## config.mk

```make
export PLATFORM = sky130hd
export DESIGN_NAME = ray_box_nearest_hit_top
export DESIGN_NICKNAME = d
export VERILOG_FILES = /design/src/design/rbnh_pkg.sv /design/src/design/rbnh_div.sv /design/src/design/rbnh_datapath.sv /design/src/design/rbnh_ctrl.sv /design/src/design/ray_box_nearest_hit_top.sv
export VERILOG_INCLUDE_DIRS = /design/src /design/src/design
export SDC_FILE = /design/constraint.sdc
export NUM_CORES = 2
export LEC_CHECK = 0
export ABC_AREA = 1
export BUFFER_PORTS_ARGS = -buffer_cell sky130_fd_sc_hd__buf_2
export CORE_MARGIN = 10
export CORE_UTILIZATION = 57
export DETAILED_ROUTE_END_ITERATION = 12
export PLACE_DENSITY = 0.79
export SLEW_MARGIN = 20
export SYNTH_ARGS = -nofsm -noshare
export SYNTH_HDL_FRONTEND = slang
export SYNTH_SLANG_ARGS = --single-unit
```

## constraint.sdc

```tcl
create_clock -name clock -period 8.9 [get_ports clock]
set_input_delay 0.89 -clock clock [delete_from_list [all_inputs] [get_ports clock]]
set_output_delay 0.89 -clock clock [all_outputs]
set_load 0.05 [all_outputs]
```

## src/design/ray_box_nearest_hit_top_macros.svh

```systemverilog
// assertion macros shared by the ray box nearest hit design
`ifndef RAY_BOX_NEAREST_HIT_TOP_MACROS_SVH
`define RAY_BOX_NEAREST_HIT_TOP_MACROS_SVH

// same-cycle implication, disabled during reset
`define RBNH_ASSERT_SAME(label, clk, rst, ante, cons, msg) \
   label: assert property (@(posedge clk) disable iff (rst) (ante) |-> (cons)) else $error(msg);

// next-cycle implication, disabled during reset
`define RBNH_ASSERT_NEXT(label, clk, rst, ante, cons, msg) \
   label: assert property (@(posedge clk) disable iff (rst) (ante) |=> (cons)) else $error(msg);

`endif

```

## src/design/rbnh_pkg.sv

```systemverilog
// types and constants of the ray box nearest hit block
`timescale 1ns / 1ps
package rbnh_pkg;

   localparam int TW        = 49;
   localparam int DIV_STEPS = 48;

   localparam logic [2:0] CSR_ORIGIN_X = 3'd0;
   localparam logic [2:0] CSR_ORIGIN_Y = 3'd1;
   localparam logic [2:0] CSR_ORIGIN_Z = 3'd2;
   localparam logic [2:0] CSR_DIR_X    = 3'd3;
   localparam logic [2:0] CSR_DIR_Y    = 3'd4;
   localparam logic [2:0] CSR_DIR_Z    = 3'd5;

   localparam logic signed [31:0] ORIGIN_Z_RESET = 32'sd131072;
   localparam logic signed [17:0] DIR_Z_RESET    = -18'sd65536;
   localparam logic signed [31:0] DIST_LIMIT     = 32'sd655360000;
   localparam logic signed [31:0] INT32_MAX      = 32'sh7FFF_FFFF;
   localparam logic signed [31:0] INT32_MIN      = 32'sh8000_0000;
   localparam logic signed [TW-1:0] T_MAX32      = 49'sh0_7FFF_FFFF;
   localparam logic signed [TW-1:0] T_MIN32      = -49'sh0_8000_0000;

   typedef enum logic [2:0] {
      ST_IDLE,
      ST_AXIS,
      ST_DIV_WAIT,
      ST_EVAL,
      ST_PT_MUL,
      ST_PT_ADD,
      ST_EMIT
   } state_type;

   typedef struct packed {
      logic [1:0] axis;
      logic       bsel;
      logic       load_box;
      logic       zero_check;
      logic       div_start;
      logic       store_t1;
      logic       axis_update;
      logic       eval;
      logic       pt_mul;
      logic       pt_add;
      logic       emit;
   } cmd_type;

   typedef struct packed {
      logic dir_zero;
      logic div_done;
      logic last;
      logic out_free;
   } sts_type;

endpackage

```

## src/design/rbnh_div.sv

```systemverilog
// iterative restoring divider, one quotient bit per cycle, truncates toward zero
`timescale 1ns / 1ps
module rbnh_div (
   input  logic                        clock,
   input  logic                        reset,
   input  logic                        start,
   input  logic [rbnh_pkg::DIV_STEPS-1:0] dividend,
   input  logic [17:0]                 divisor,
   input  logic                        negate,
   output logic                        done,
   output logic signed [rbnh_pkg::TW-1:0] quotient
);
   logic [rbnh_pkg::DIV_STEPS-1:0] quo_ff, quo_in;
   logic [17:0] rem_ff, rem_in;
   logic [17:0] dvs_ff, dvs_in;
   logic        neg_ff, neg_in;
   logic [5:0]  cnt_ff, cnt_in;
   logic        busy_ff, busy_in;
   logic        done_ff, done_in;
   logic [18:0] trial;

   always_comb begin
      quo_in  = quo_ff;
      rem_in  = rem_ff;
      dvs_in  = dvs_ff;
      neg_in  = neg_ff;
      cnt_in  = cnt_ff;
      busy_in = busy_ff;
      done_in = done_ff;
      trial   = {rem_ff, quo_ff[rbnh_pkg::DIV_STEPS-1]};
      if (start) begin
         quo_in  = dividend;
         rem_in  = '0;
         dvs_in  = divisor;
         neg_in  = negate;
         cnt_in  = '0;
         busy_in = 1'b1;
         done_in = 1'b0;
      end else if (busy_ff) begin
         if (trial >= {1'b0, dvs_ff}) begin
            rem_in = 18'(trial - {1'b0, dvs_ff});
            quo_in = {quo_ff[rbnh_pkg::DIV_STEPS-2:0], 1'b1};
         end else begin
            rem_in = trial[17:0];
            quo_in = {quo_ff[rbnh_pkg::DIV_STEPS-2:0], 1'b0};
         end
         cnt_in = 6'(cnt_ff + 6'd1);
         if (cnt_ff == 6'(rbnh_pkg::DIV_STEPS - 1)) begin
            busy_in = 1'b0;
            done_in = 1'b1;
         end
      end
   end

   always_ff @(posedge clock) begin
      if (reset) begin
         busy_ff <= 1'b0;
         done_ff <= 1'b0;
         cnt_ff  <= '0;
      end else begin
         busy_ff <= busy_in;
         done_ff <= done_in;
         cnt_ff  <= cnt_in;
      end
      quo_ff <= quo_in;
      rem_ff <= rem_in;
      dvs_ff <= dvs_in;
      neg_ff <= neg_in;
   end

   assign done     = done_ff;
   assign quotient = neg_ff ? -$signed({1'b0, quo_ff}) : $signed({1'b0, quo_ff});
endmodule

```

## src/design/rbnh_datapath.sv

```systemverilog
// datapath: ray registers, box bounds, slab math, running best and result registers
`timescale 1ns / 1ps
module rbnh_datapath #(
   parameter int MAX_BOXES = 1024
) (
   input  logic                clock,
   input  logic                reset,
   input  logic                csr_write,
   input  logic [2:0]          csr_index,
   input  logic [31:0]         csr_data,
   input  logic signed [31:0]  req_box_min_x,
   input  logic signed [31:0]  req_box_min_y,
   input  logic signed [31:0]  req_box_min_z,
   input  logic signed [31:0]  req_box_max_x,
   input  logic signed [31:0]  req_box_max_y,
   input  logic signed [31:0]  req_box_max_z,
   input  logic                req_last_box,
   input  rbnh_pkg::cmd_type   cmd,
   output rbnh_pkg::sts_type   sts,
   input  logic                rsp_stall,
   output logic                rsp_valid,
   output logic                rsp_hit,
   output logic [9:0]          rsp_hit_index,
   output logic signed [31:0]  rsp_hit_distance,
   output logic signed [31:0]  rsp_hit_point_x,
   output logic signed [31:0]  rsp_hit_point_y,
   output logic signed [31:0]  rsp_hit_point_z
);
   localparam int CW = (MAX_BOXES > 1) ? $clog2(MAX_BOXES) : 1;
   localparam int TW = rbnh_pkg::TW;

   logic signed [31:0] origin_ff [3];
   logic signed [17:0] dir_ff [3];
   logic signed [31:0] lo_ff [3];
   logic signed [31:0] hi_ff [3];
   logic               last_ff;

   logic signed [TW-1:0] t1_ff, near_ff, far_ff;
   logic                 near_inf_ff, far_inf_ff, pass_ff;

   logic signed [31:0] best_ff;
   logic [CW-1:0]      best_idx_ff, cnt_ff;
   logic               found_ff;

   logic signed [49:0] prod_ff;
   logic signed [31:0] pt_ff [3];

   logic               rsp_valid_ff;
   logic               hit_ff;
   logic [9:0]         idx_ff;
   logic signed [31:0] dist_ff, px_ff, py_ff, pz_ff;

   logic signed [31:0] org_sel, bnd_sel;
   logic signed [17:0] dir_sel;
   logic signed [32:0] diff;
   logic [32:0]        diff_mag;
   logic [17:0]        dir_mag;
   logic               div_done;
   logic signed [TW-1:0] quo, tmn, tmx;
   logic               hit_ok;
   logic signed [31:0] t_sat;
   logic signed [49:0] prod_in;
   logic signed [34:0] sum;
   logic signed [31:0] sum_sat;
   logic [CW+9:0]      idx_ext;
   logic               out_free;

   assign org_sel  = origin_ff[cmd.axis];
   assign dir_sel  = dir_ff[cmd.axis];
   assign bnd_sel  = cmd.bsel ? hi_ff[cmd.axis] : lo_ff[cmd.axis];
   assign diff     = 33'(bnd_sel) - 33'(org_sel);
   assign diff_mag = diff[32] ? 33'(-diff) : 33'(diff);
   assign dir_mag  = dir_sel[17] ? 18'(-dir_sel) : 18'(dir_sel);

   rbnh_div u_div (
      .clock    (clock),
      .reset    (reset),
      .start    (cmd.div_start),
      .dividend ({diff_mag[31:0], 16'd0}),
      .divisor  (dir_mag),
      .negate   (diff[32] ^ dir_sel[17]),
      .done     (div_done),
      .quotient (quo)
   );

   assign tmn = (t1_ff < quo) ? t1_ff : quo;
   assign tmx = (t1_ff < quo) ? quo : t1_ff;

   assign hit_ok = pass_ff && (near_inf_ff || far_inf_ff || !(near_ff > far_ff))
                   && (far_inf_ff || !far_ff[TW-1]);

   always_comb begin
      if (near_inf_ff || near_ff < rbnh_pkg::T_MIN32) t_sat = rbnh_pkg::INT32_MIN;
      else if (near_ff > rbnh_pkg::T_MAX32)           t_sat = rbnh_pkg::INT32_MAX;
      else                                            t_sat = near_ff[31:0];
   end

   assign prod_in = dir_sel * best_ff;
   assign sum     = 35'(org_sel) + 35'(prod_ff >>> 16);

   always_comb begin
      if (sum > 35'sh0_7FFF_FFFF)       sum_sat = rbnh_pkg::INT32_MAX;
      else if (sum < -35'sh0_8000_0000) sum_sat = rbnh_pkg::INT32_MIN;
      else                              sum_sat = sum[31:0];
   end

   assign idx_ext  = {10'd0, best_idx_ff};
   assign out_free = !rsp_valid_ff || !rsp_stall;

   // ray registers
   always_ff @(posedge clock) begin
      if (reset) begin
         origin_ff[0] <= '0;
         origin_ff[1] <= '0;
         origin_ff[2] <= rbnh_pkg::ORIGIN_Z_RESET;
         dir_ff[0]    <= '0;
         dir_ff[1]    <= '0;
         dir_ff[2]    <= rbnh_pkg::DIR_Z_RESET;
      end else if (csr_write) begin
         unique case (csr_index)
            rbnh_pkg::CSR_ORIGIN_X: origin_ff[0] <= csr_data;
            rbnh_pkg::CSR_ORIGIN_Y: origin_ff[1] <= csr_data;
            rbnh_pkg::CSR_ORIGIN_Z: origin_ff[2] <= csr_data;
            rbnh_pkg::CSR_DIR_X:    dir_ff[0]    <= csr_data[17:0];
            rbnh_pkg::CSR_DIR_Y:    dir_ff[1]    <= csr_data[17:0];
            rbnh_pkg::CSR_DIR_Z:    dir_ff[2]    <= csr_data[17:0];
            default: ;
         endcase
      end
   end

   // box payload and slab interval
   always_ff @(posedge clock) begin
      if (cmd.load_box) begin
         lo_ff[0] <= req_box_min_x;
         lo_ff[1] <= req_box_min_y;
         lo_ff[2] <= req_box_min_z;
         hi_ff[0] <= req_box_max_x;
         hi_ff[1] <= req_box_max_y;
         hi_ff[2] <= req_box_max_z;
         last_ff  <= req_last_box;
         near_inf_ff <= 1'b1;
         far_inf_ff  <= 1'b1;
         pass_ff     <= 1'b1;
      end
      if (cmd.zero_check) begin
         if (!((org_sel >= lo_ff[cmd.axis] && org_sel <= hi_ff[cmd.axis]) ||
               (org_sel >= hi_ff[cmd.axis] && org_sel <= lo_ff[cmd.axis])))
            pass_ff <= 1'b0;
      end
      if (cmd.store_t1) t1_ff <= quo;
      if (cmd.axis_update) begin
         if (near_inf_ff || tmn > near_ff) begin
            near_ff     <= tmn;
            near_inf_ff <= 1'b0;
         end
         if (far_inf_ff || tmx < far_ff) begin
            far_ff     <= tmx;
            far_inf_ff <= 1'b0;
         end
      end
      if (cmd.pt_mul) prod_ff <= prod_in;
      if (cmd.pt_add) pt_ff[cmd.axis] <= sum_sat;
   end

   // running best over the scan
   always_ff @(posedge clock) begin
      if (reset || cmd.emit) begin
         best_ff     <= rbnh_pkg::DIST_LIMIT;
         best_idx_ff <= '0;
         found_ff    <= 1'b0;
         cnt_ff      <= '0;
      end else if (cmd.eval) begin
         if (hit_ok && t_sat < best_ff) begin
            best_ff     <= t_sat;
            best_idx_ff <= cnt_ff;
            found_ff    <= 1'b1;
         end
         cnt_ff <= (cnt_ff == CW'(MAX_BOXES - 1)) ? '0 : CW'(cnt_ff + 1'b1);
      end
   end

   // result register
   always_ff @(posedge clock) begin
      if (reset)              rsp_valid_ff <= 1'b0;
      else if (cmd.emit)      rsp_valid_ff <= 1'b1;
      else if (!rsp_stall)    rsp_valid_ff <= 1'b0;
      if (cmd.emit) begin
         hit_ff  <= found_ff;
         idx_ff  <= found_ff ? idx_ext[9:0] : 10'd0;
         dist_ff <= found_ff ? best_ff : '0;
         px_ff   <= found_ff ? pt_ff[0] : '0;
         py_ff   <= found_ff ? pt_ff[1] : '0;
         pz_ff   <= found_ff ? pt_ff[2] : '0;
      end
   end

   assign sts.dir_zero = (dir_sel == '0);
   assign sts.div_done = div_done;
   assign sts.last     = last_ff;
   assign sts.out_free = out_free;

   assign rsp_valid        = rsp_valid_ff;
   assign rsp_hit          = hit_ff;
   assign rsp_hit_index    = idx_ff;
   assign rsp_hit_distance = dist_ff;
   assign rsp_hit_point_x  = px_ff;
   assign rsp_hit_point_y  = py_ff;
   assign rsp_hit_point_z  = pz_ff;
endmodule

```

## src/design/rbnh_ctrl.sv

```systemverilog
// controller state machine: sequences slab divisions, evaluation and result
`timescale 1ns / 1ps
`include "ray_box_nearest_hit_top_macros.svh"
module rbnh_ctrl (
   input  logic              clock,
   input  logic              reset,
   input  logic              req_valid,
   output logic              req_stall,
   input  rbnh_pkg::sts_type sts,
   output rbnh_pkg::cmd_type cmd
);
   rbnh_pkg::state_type state_ff, state_in;
   logic [1:0] axis_ff, axis_in;
   logic       bsel_ff, bsel_in;

   always_comb begin
      state_in = state_ff;
      axis_in  = axis_ff;
      bsel_in  = bsel_ff;
      unique case (state_ff)
         rbnh_pkg::ST_IDLE: begin
            if (req_valid) begin
               state_in = rbnh_pkg::ST_AXIS;
               axis_in  = 2'd0;
               bsel_in  = 1'b0;
            end
         end
         rbnh_pkg::ST_AXIS: begin
            if (sts.dir_zero) begin
               if (axis_ff == 2'd2) state_in = rbnh_pkg::ST_EVAL;
               else axis_in = 2'(axis_ff + 2'd1);
            end else begin
               state_in = rbnh_pkg::ST_DIV_WAIT;
            end
         end
         rbnh_pkg::ST_DIV_WAIT: begin
            if (sts.div_done) begin
               if (!bsel_ff) begin
                  bsel_in  = 1'b1;
                  state_in = rbnh_pkg::ST_AXIS;
               end else begin
                  bsel_in = 1'b0;
                  if (axis_ff == 2'd2) state_in = rbnh_pkg::ST_EVAL;
                  else begin
                     axis_in  = 2'(axis_ff + 2'd1);
                     state_in = rbnh_pkg::ST_AXIS;
                  end
               end
            end
         end
         rbnh_pkg::ST_EVAL: begin
            axis_in  = 2'd0;
            state_in = sts.last ? rbnh_pkg::ST_PT_MUL : rbnh_pkg::ST_IDLE;
         end
         rbnh_pkg::ST_PT_MUL: state_in = rbnh_pkg::ST_PT_ADD;
         rbnh_pkg::ST_PT_ADD: begin
            if (axis_ff == 2'd2) state_in = rbnh_pkg::ST_EMIT;
            else begin
               axis_in  = 2'(axis_ff + 2'd1);
               state_in = rbnh_pkg::ST_PT_MUL;
            end
         end
         rbnh_pkg::ST_EMIT: begin
            if (sts.out_free) state_in = rbnh_pkg::ST_IDLE;
         end
         default: state_in = rbnh_pkg::ST_IDLE;
      endcase
   end

   always_comb begin
      cmd       = '0;
      cmd.axis  = axis_ff;
      cmd.bsel  = bsel_ff;
      req_stall = 1'b1;
      unique case (state_ff)
         rbnh_pkg::ST_IDLE: begin
            req_stall    = 1'b0;
            cmd.load_box = req_valid;
         end
         rbnh_pkg::ST_AXIS: begin
            cmd.zero_check = sts.dir_zero && !bsel_ff;
            cmd.div_start  = !sts.dir_zero;
         end
         rbnh_pkg::ST_DIV_WAIT: begin
            cmd.store_t1    = sts.div_done && !bsel_ff;
            cmd.axis_update = sts.div_done && bsel_ff;
         end
         rbnh_pkg::ST_EVAL:   cmd.eval   = 1'b1;
         rbnh_pkg::ST_PT_MUL: cmd.pt_mul = 1'b1;
         rbnh_pkg::ST_PT_ADD: cmd.pt_add = 1'b1;
         rbnh_pkg::ST_EMIT:   cmd.emit   = sts.out_free;
         default: ;
      endcase
   end

   always_ff @(posedge clock) begin
      if (reset) begin
         state_ff <= rbnh_pkg::ST_IDLE;
         axis_ff  <= 2'd0;
         bsel_ff  <= 1'b0;
      end else begin
         state_ff <= state_in;
         axis_ff  <= axis_in;
         bsel_ff  <= bsel_in;
      end
   end

   `RBNH_ASSERT_SAME(a_emit_free, clock, reset, cmd.emit, sts.out_free, "emit into busy result register")
   `RBNH_ASSERT_NEXT(a_start_wait, clock, reset, cmd.div_start, !sts.div_done && state_ff == rbnh_pkg::ST_DIV_WAIT, "divider start not followed by wait")
   `RBNH_ASSERT_SAME(a_axis_range, clock, reset, cmd.div_start || cmd.zero_check || cmd.pt_add, axis_ff != 2'd3, "axis out of range")
   `RBNH_ASSERT_NEXT(a_eval_once, clock, reset, cmd.eval, !cmd.eval, "box evaluated twice")
endmodule

```

## src/design/ray_box_nearest_hit_top.sv

```systemverilog
// top level of the ray box nearest hit block
`timescale 1ns / 1ps
// nearest axis-aligned box hit along a ray held in csr registers
// csr port: csr_write with csr_index 0..5 selects origin x/y/z then dir x/y/z,
//   csr_data carries the value; write only while the block is idle
// req channel: one box per transaction, req_last_box closes a scan
// rsp channel: one transaction per scan, sent after the box marked last
// per box the slab test runs two divisions per axis with a nonzero direction
//   on one shared bit-serial divider (48 steps); a zero axis needs no division
// after its evaluation, the last box adds three multiply/add pairs for the
//   hit point and the load of the result register
// one box is in flight at a time; req_stall is low only while waiting for a box
// the result register holds the finished transaction while the next scan
//   starts; if the receiver stalls, only the next last box waits for it
// synchronous reset restores the default ray, clears the running best and
//   the box counter, and drops rsp_valid
module ray_box_nearest_hit_top #(
   parameter int MAX_BOXES = 1024
) (
   input  logic               clock,
   input  logic               reset,
   input  logic               csr_write,
   input  logic [2:0]         csr_index,
   input  logic [31:0]        csr_data,
   input  logic               req_valid,
   output logic               req_stall,
   input  logic signed [31:0] req_box_min_x,
   input  logic signed [31:0] req_box_min_y,
   input  logic signed [31:0] req_box_min_z,
   input  logic signed [31:0] req_box_max_x,
   input  logic signed [31:0] req_box_max_y,
   input  logic signed [31:0] req_box_max_z,
   input  logic               req_last_box,
   output logic               rsp_valid,
   input  logic               rsp_stall,
   output logic               rsp_hit,
   output logic [9:0]         rsp_hit_index,
   output logic signed [31:0] rsp_hit_distance,
   output logic signed [31:0] rsp_hit_point_x,
   output logic signed [31:0] rsp_hit_point_y,
   output logic signed [31:0] rsp_hit_point_z
);
   // command and status between controller and datapath
   rbnh_pkg::cmd_type cmd;
   rbnh_pkg::sts_type sts;

   rbnh_ctrl u_ctrl (
      .clock     (clock),
      .reset     (reset),
      .req_valid (req_valid),
      .req_stall (req_stall),
      .sts       (sts),
      .cmd       (cmd)
   );

   rbnh_datapath #(.MAX_BOXES(MAX_BOXES)) u_datapath (
      .clock            (clock),
      .reset            (reset),
      .csr_write        (csr_write),
      .csr_index        (csr_index),
      .csr_data         (csr_data),
      .req_box_min_x    (req_box_min_x),
      .req_box_min_y    (req_box_min_y),
      .req_box_min_z    (req_box_min_z),
      .req_box_max_x    (req_box_max_x),
      .req_box_max_y    (req_box_max_y),
      .req_box_max_z    (req_box_max_z),
      .req_last_box     (req_last_box),
      .cmd              (cmd),
      .sts              (sts),
      .rsp_stall        (rsp_stall),
      .rsp_valid        (rsp_valid),
      .rsp_hit          (rsp_hit),
      .rsp_hit_index    (rsp_hit_index),
      .rsp_hit_distance (rsp_hit_distance),
      .rsp_hit_point_x  (rsp_hit_point_x),
      .rsp_hit_point_y  (rsp_hit_point_y),
      .rsp_hit_point_z  (rsp_hit_point_z)
   );
endmodule

```

# [Word-level counts from Yosys, hierarchy flattened]
# Memory sizes are Yosys's and may differ from the RTL's. A register that Yosys moved wholly into a read port is not among the register bits.
# Cells that the tools add are included.
# Widths: inputs -> output; s select.
[classes] add_sub_neg=9 n_mul=1 n_lt_le_gt_ge=14 eq_ne=21 n_mux=101 bitwise=7 n_reduce_logical=40
[op_table] cell="$mux 32" n=9
[op_table] cell="$mux 49" n=3
[op_table] cell="$gt 49x49->1" n=2
[op_table] cell="$lt 49x49->1" n=2
[op_table] cell="$mux 48" n=2
[op_table] cell="$mux 18" n=4
[op_table] cell="$ge 32x32->1" n=2
[op_table] cell="$le 32x32->1" n=2
[op_table] cell="$mux 1" n=54
[op_table] cell="$mul 18x32->50" n=1
[op_table] cell="$gt 49x32->1 const B" n=1
[op_table] cell="$lt 49x32->1 const B" n=1
[op_table] cell="$neg 48->49" n=1
[op_table] cell="$add 32x34->35" n=1
[op_table] cell="$gt 35x32->1 const B" n=1
[op_table] cell="$lt 35x32->1 const B" n=1
[op_table] cell="$mux 2" n=17
[op_table] cell="$sub 32x32->33" n=1
[op_table] cell="$lt 32x32->1" n=1
[op_table] cell="$neg 32->32" n=1
[op_table] cell="$mux 3" n=7
[op_table] cell="$pmux 3 s7" n=1
[op_table] cell="$ge 19x18->1" n=1
[op_table] cell="$logic_not 18->1" n=1
[op_table] cell="31 further kinds" n=76
[totals] reg_bits=397 mem_bits_rw=438 out_inout_bits=141 n_memories=5
[memory_table] memory="u_datapath.hi_ff" words=3 width=32 read_ports=1 rd_ports_with_merged_regs=1 write_ports=3 line_no="rbnh_datapath.sv:35" source="logic signed [31:0] hi_ff [3];"
[memory_table] memory="u_datapath.lo_ff" words=3 width=32 read_ports=1 rd_ports_with_merged_regs=1 write_ports=3 line_no="rbnh_datapath.sv:34" source="logic signed [31:0] lo_ff [3];"
[memory_table] memory="u_datapath.origin_ff" words=3 width=32 read_ports=1 rd_ports_with_merged_regs=1 write_ports=3 line_no="rbnh_datapath.sv:32" source="logic signed [31:0] origin_ff [3];"
[memory_table] memory="u_datapath.pt_ff" words=3 width=32 read_ports=3 rd_ports_with_merged_regs=3 write_ports=1 line_no="rbnh_datapath.sv:46" source="logic signed [31:0] pt_ff [3];"
[memory_table] memory="u_datapath.dir_ff" words=3 width=18 read_ports=1 rd_ports_with_merged_regs=1 write_ports=3 line_no="rbnh_datapath.sv:33" source="logic signed [17:0] dir_ff [3];"

# [Longest topological paths before layout]
[logic_depth] word_depth=8 mapped_depth=46

# [Hierarchy]
# A second synthesis with hierarchy kept.
[hier_totals] hier_cells=7918 area_unflattened_um2=70508.9
[by_module_without_submodules] module="rbnh_datapath" n_inst=1 cells_each=6911 area_per_inst_um2=63387.0 seq_area_each_um2=23933.0
[by_module_without_submodules] module="rbnh_div" n_inst=1 cells_each=922 area_per_inst_um2=6632.6 seq_area_each_um2=2532.4
[by_module_without_submodules] module="rbnh_ctrl" n_inst=1 cells_each=85 area_per_inst_um2=489.2 seq_area_each_um2=120.1

# [Worst setup path after synthesis]
# OpenSTA, ideal clock, no wires.
[synth_path] path_type="register -> register" start="reg u_ctrl.state_ff[2]" end="mem u_datapath.hi_ff[0][0] (enable)" setup_time_ns=0.754 arrival_ns=9.029 setup_slack_ns=-0.882 stages_incl_launch_ff=4 n_path_buf=0 synth_period_minus_slack_ns=9.782 path_cell_list="dfxtp_1 -> nor2_1 -> nand2_1 -> nor2_1"
[synth_rtl] element="start, declared" line_no="rbnh_ctrl.sv:12" source="rbnh_pkg::state_type state_ff, state_in;"
[synth_rtl] element="start signal, assigned" line_no="rbnh_ctrl.sv:98" source="state_ff <= rbnh_pkg::ST_IDLE;"
[synth_rtl] element="start signal, assigned" line_no="rbnh_ctrl.sv:102" source="state_ff <= state_in;"
[synth_rtl] element="end, declared" line_no="rbnh_datapath.sv:35"

==> flow_summary.json <==
{
  "dieHeight_um": 365,
  "min_path_type": "in2reg",
  "core_um2": 118000,
  "synth_cell_types": 77,
  "grt_max_degree": 198,
  "grt_first_pass_wirelength_um": 301000,
  "fin_crit_ns": 8.70,
  "cap_violations": 0,
  "clk_pin_slew_ns": 0.07,
  "crit_path_start_kind": "register",
  "synth_edf_count": 810,
  "wirelength_um": 194000,
  "ant_nets": 0,
  "fin_worst_skew_ns": 0.0411,
  "syn_inst": 7246,
  "dieArea_um2": 133000,
  "wl_met3_um": 18700,
  "period_share": 0.977,
  "cp_max_fo": 37,
  "synth_top_area_frac": 0.359,
  "drcViolationCount": 0,
  "cts_tree": "built",
  "crit_type": "reg2reg",
  "ctsHoldBuffers": 0,
  "end_kind": "register",
  "required_ns": 9.32,
  "synth_warnings": 0,
  "hold_start": "req_box_max_z[11]",
  "viasPerCell": 5.66,
  "ioPinCount": 374,
  "ctsRootBufferMaster": "clkbuf_16",
  "ys_ff_latch": 917,
  "fp.dieW_um": 365,
  "status": "completed",
  "syn_area_per_cell_um2": 9.35,
  "clk_path_buf_depth": 3,
  "fillers": 9559,
  "fin_setup_tns_ns": 0,
  "rows": 126,
  "r2r_slack_ns": 0.20,
  "drive_gt1_frac": 0.101,
  "fmax_mhz": 115,
  "synth_area_leaders": "edfxtp_1 (36%), fa_1 (16%), ha_1 (9.1%)",
  "async_flop_share": 0,
  "rsz0062_at_grt": "no",
  "worstMarginPinSlew_ns": 1.28,
  "gr-usage-all-layers": 0.292,
  "drt_iter0_markers": 4553,
  "io_buffer_count": 373,
  "hpwl_um": 152000,
  "drt_pass1_iterations": 8,
  "routabilityCongestion": 0.997,
  "final_common_cell": "nand2_1",
  "clock-sinks": 917,
  "hold_viol": 0,
  "synth_top_area_cell": "edfxtp_1",
  "relSlewSlack": 0.140,
  "wl_met2_um": 89300,
  "final_cell_mix": "nand2_1 (1524), inv_1 (1292), edfxtp_1 (810), fa_1 (555), nor2_1 (522)",
  "cp.arrival_ns": 9.12,
  "start_util": 0.574,
  "grt_pass1_vias": 52600,
  "gr-total-overflow": 0,
  "fin_nets": 8853,
  "wl_met1_um": 74400,
  "htreeDepth": 3,
  "drv_slew": 0,
  "clk_latency_ns": 0.73,
  "cts_buffers": 101,
  "syn2layout_area_growth_pct": 10.2,
  "synthFlopType": "edfxtp_1",
  "wire_per_inst_um": 21.1,
  "top_layer_used": "met5",
  "netlist_area_um2": 67700,
  "synth.net_count": 8528,
  "grt_antenna_before_repair": 10,
  "setup_viol": 0,
  "num_vias": 52000,
  "ys_seq_area_frac": 0.391
}
[layout make-up]
cell class	count	area, um^2	area share
Multi-Input combinational cell	4751	35300	0.473
Sequential cell	917	26500	0.355
Inverter	1328	5000	0.0670
Clock buffer	131	2730	0.0366
Timing Repair Buffer	472	2660	0.0356
Tap cell	1536	1920	0.0257
Clock inverter	52	542	0.00726
Antenna cell	4	10.0	0.000134
[path summary, 6_finish.rpt]
kind,end,depth (start not counted)
worst max register to register,u_datapath.prod_ff[44]$_DFFE_PP_,27
worst max-delay path,u_datapath.prod_ff[44]$_DFFE_PP_,27
worst min-delay path,u_datapath.hi_ff[2][11]$_DFFE_PP_,1
worst min register to register,u_datapath.u_div.rem_ff[9]$_SDFFE_PP0P_,2
[state kept, by name, indices dropped and copies added, names as in the netlist, 32 cells and up, named ones only]
name / flops
u_datapath.rsp_hit_point_x: 32
u_datapath.prod_ff: 34
u_datapath.dir_ff: 54
u_datapath.rsp_hit_distance: 32
u_datapath.near_ff: 49
u_datapath.pt_ff: 96
u_datapath.best_ff: 32
u_datapath.far_ff: 49
u_datapath.hi_ff: 96
u_datapath.rsp_hit_point_y: 32
u_datapath.origin_ff: 96
u_datapath.t1_ff: 49
u_datapath.lo_ff: 96
u_datapath.rsp_hit_point_z: 32
u_datapath.u_div.quo_ff: 48
[synth_stat cells, drive strengths merged, types with 2 or more instances]
| cell type | instances |
|---|---|
| dfxtp | 107 |
| edfxtp | 810 |
| a221oi | 9 |
| o21ai | 378 |
| nor3 | 79 |
| nor4 | 31 |
| ha | 494 |
| o221ai | 15 |
| a2111oi | 6 |
| o311ai | 2 |
| o21a | 16 |
| a21boi | 9 |
| nand2 | 1537 |
| a41oi | 2 |
| nand3b | 9 |
| o21bai | 12 |
| inv | 1318 |
| fa | 555 |
| a31o | 2 |
| xnor2 | 49 |
| a211oi | 19 |
| or3 | 3 |
| o22ai | 35 |
| a21o | 10 |
| nand4 | 74 |
| nor3b | 2 |
| clkinv | 10 |
| o211ai | 59 |
| o31ai | 9 |
| xor2 | 136 |
| clkbuf | 189 |
| buf | 61 |
| nor2 | 541 |
| or2 | 40 |
| o2111ai | 2 |
| a21oi | 345 |
| mux2i | 32 |
| a31oi | 20 |
| nand3 | 205 |
| and3 | 2 |
[worst max-delay path: stages (launching register included)]
cell and delay (ns):
dfxtp_1 0.42, inv_6 0.16, o21ai_0 1.02, inv_1 0.67
nand2_1 0.24, fa_1 0.44, inv_1 0.09, fa_1 0.40
inv_1 0.14, fa_1 0.45, fa_1 0.48, fa_1 0.56
inv_1 0.06, fa_1 0.49, ha_1 0.39, a21oi_1 0.31
o21a_1 0.19, o221ai_1 0.11, a21oi_1 0.15, o21ai_0 0.16
a21o_1 0.22, a21oi_1 0.53, inv_1 0.13, nand2_1 0.09
nand2_1 0.07, nand3_1 0.09, o311ai_0 0.16, xor2_1 0.18
[stage by stage]
stage          utilization  hold slack [ns]  cell area, um^2  instances  setup WS, ns
5_1_grt              0.632            0.327            74700       9191       0.00458
6_report             0.632            0.333            74700       9191         0.200
3_5_place_dp         0.604            0.465            71400       9003         0.614
2_1_floorplan            -            0.447            67700       7246          1.27
4_1_cts              0.632            0.301            74600       9186         0.524
3_3_place_gp         0.604            0.459            71400       9003         0.792
[routing by layer]
metal  vias up  global-route usage
li1      24100                   -
met1     24900               0.372
met4         4               0.155
met5         -                   0
met3       482              0.0650
met2      2460               0.467
[cells by family (layout without fill, tap and decap cells)]
group / count (synthesis) / count (layout) / synth area share
adders and majority gates: 1049 / 1049 / 0.255
and+or+nand+nor: 2527 / 2527 / 0.155
muxes: 32 / 32 / 0.00473
DFF: 917 / 917 / 0.391
xor gates and xnor gates: 185 / 185 / 0.0243
buffers and inverters: 1578 / 1983 / 0.0892
AOI/OAI and AO/OA: 958 / 958 / 0.0813
other: 0 / 4 / 0
[what timing repair did]
item | 4_1_cts | 5_1_grt
setup endpoints to repair | 0 | 66
resized for setup | 0 | 3
setup buffers | 0 | 1
Power is not shown: default switching activity piles up to over one toggle a cycle in this logic, so the estimate is an artifact.
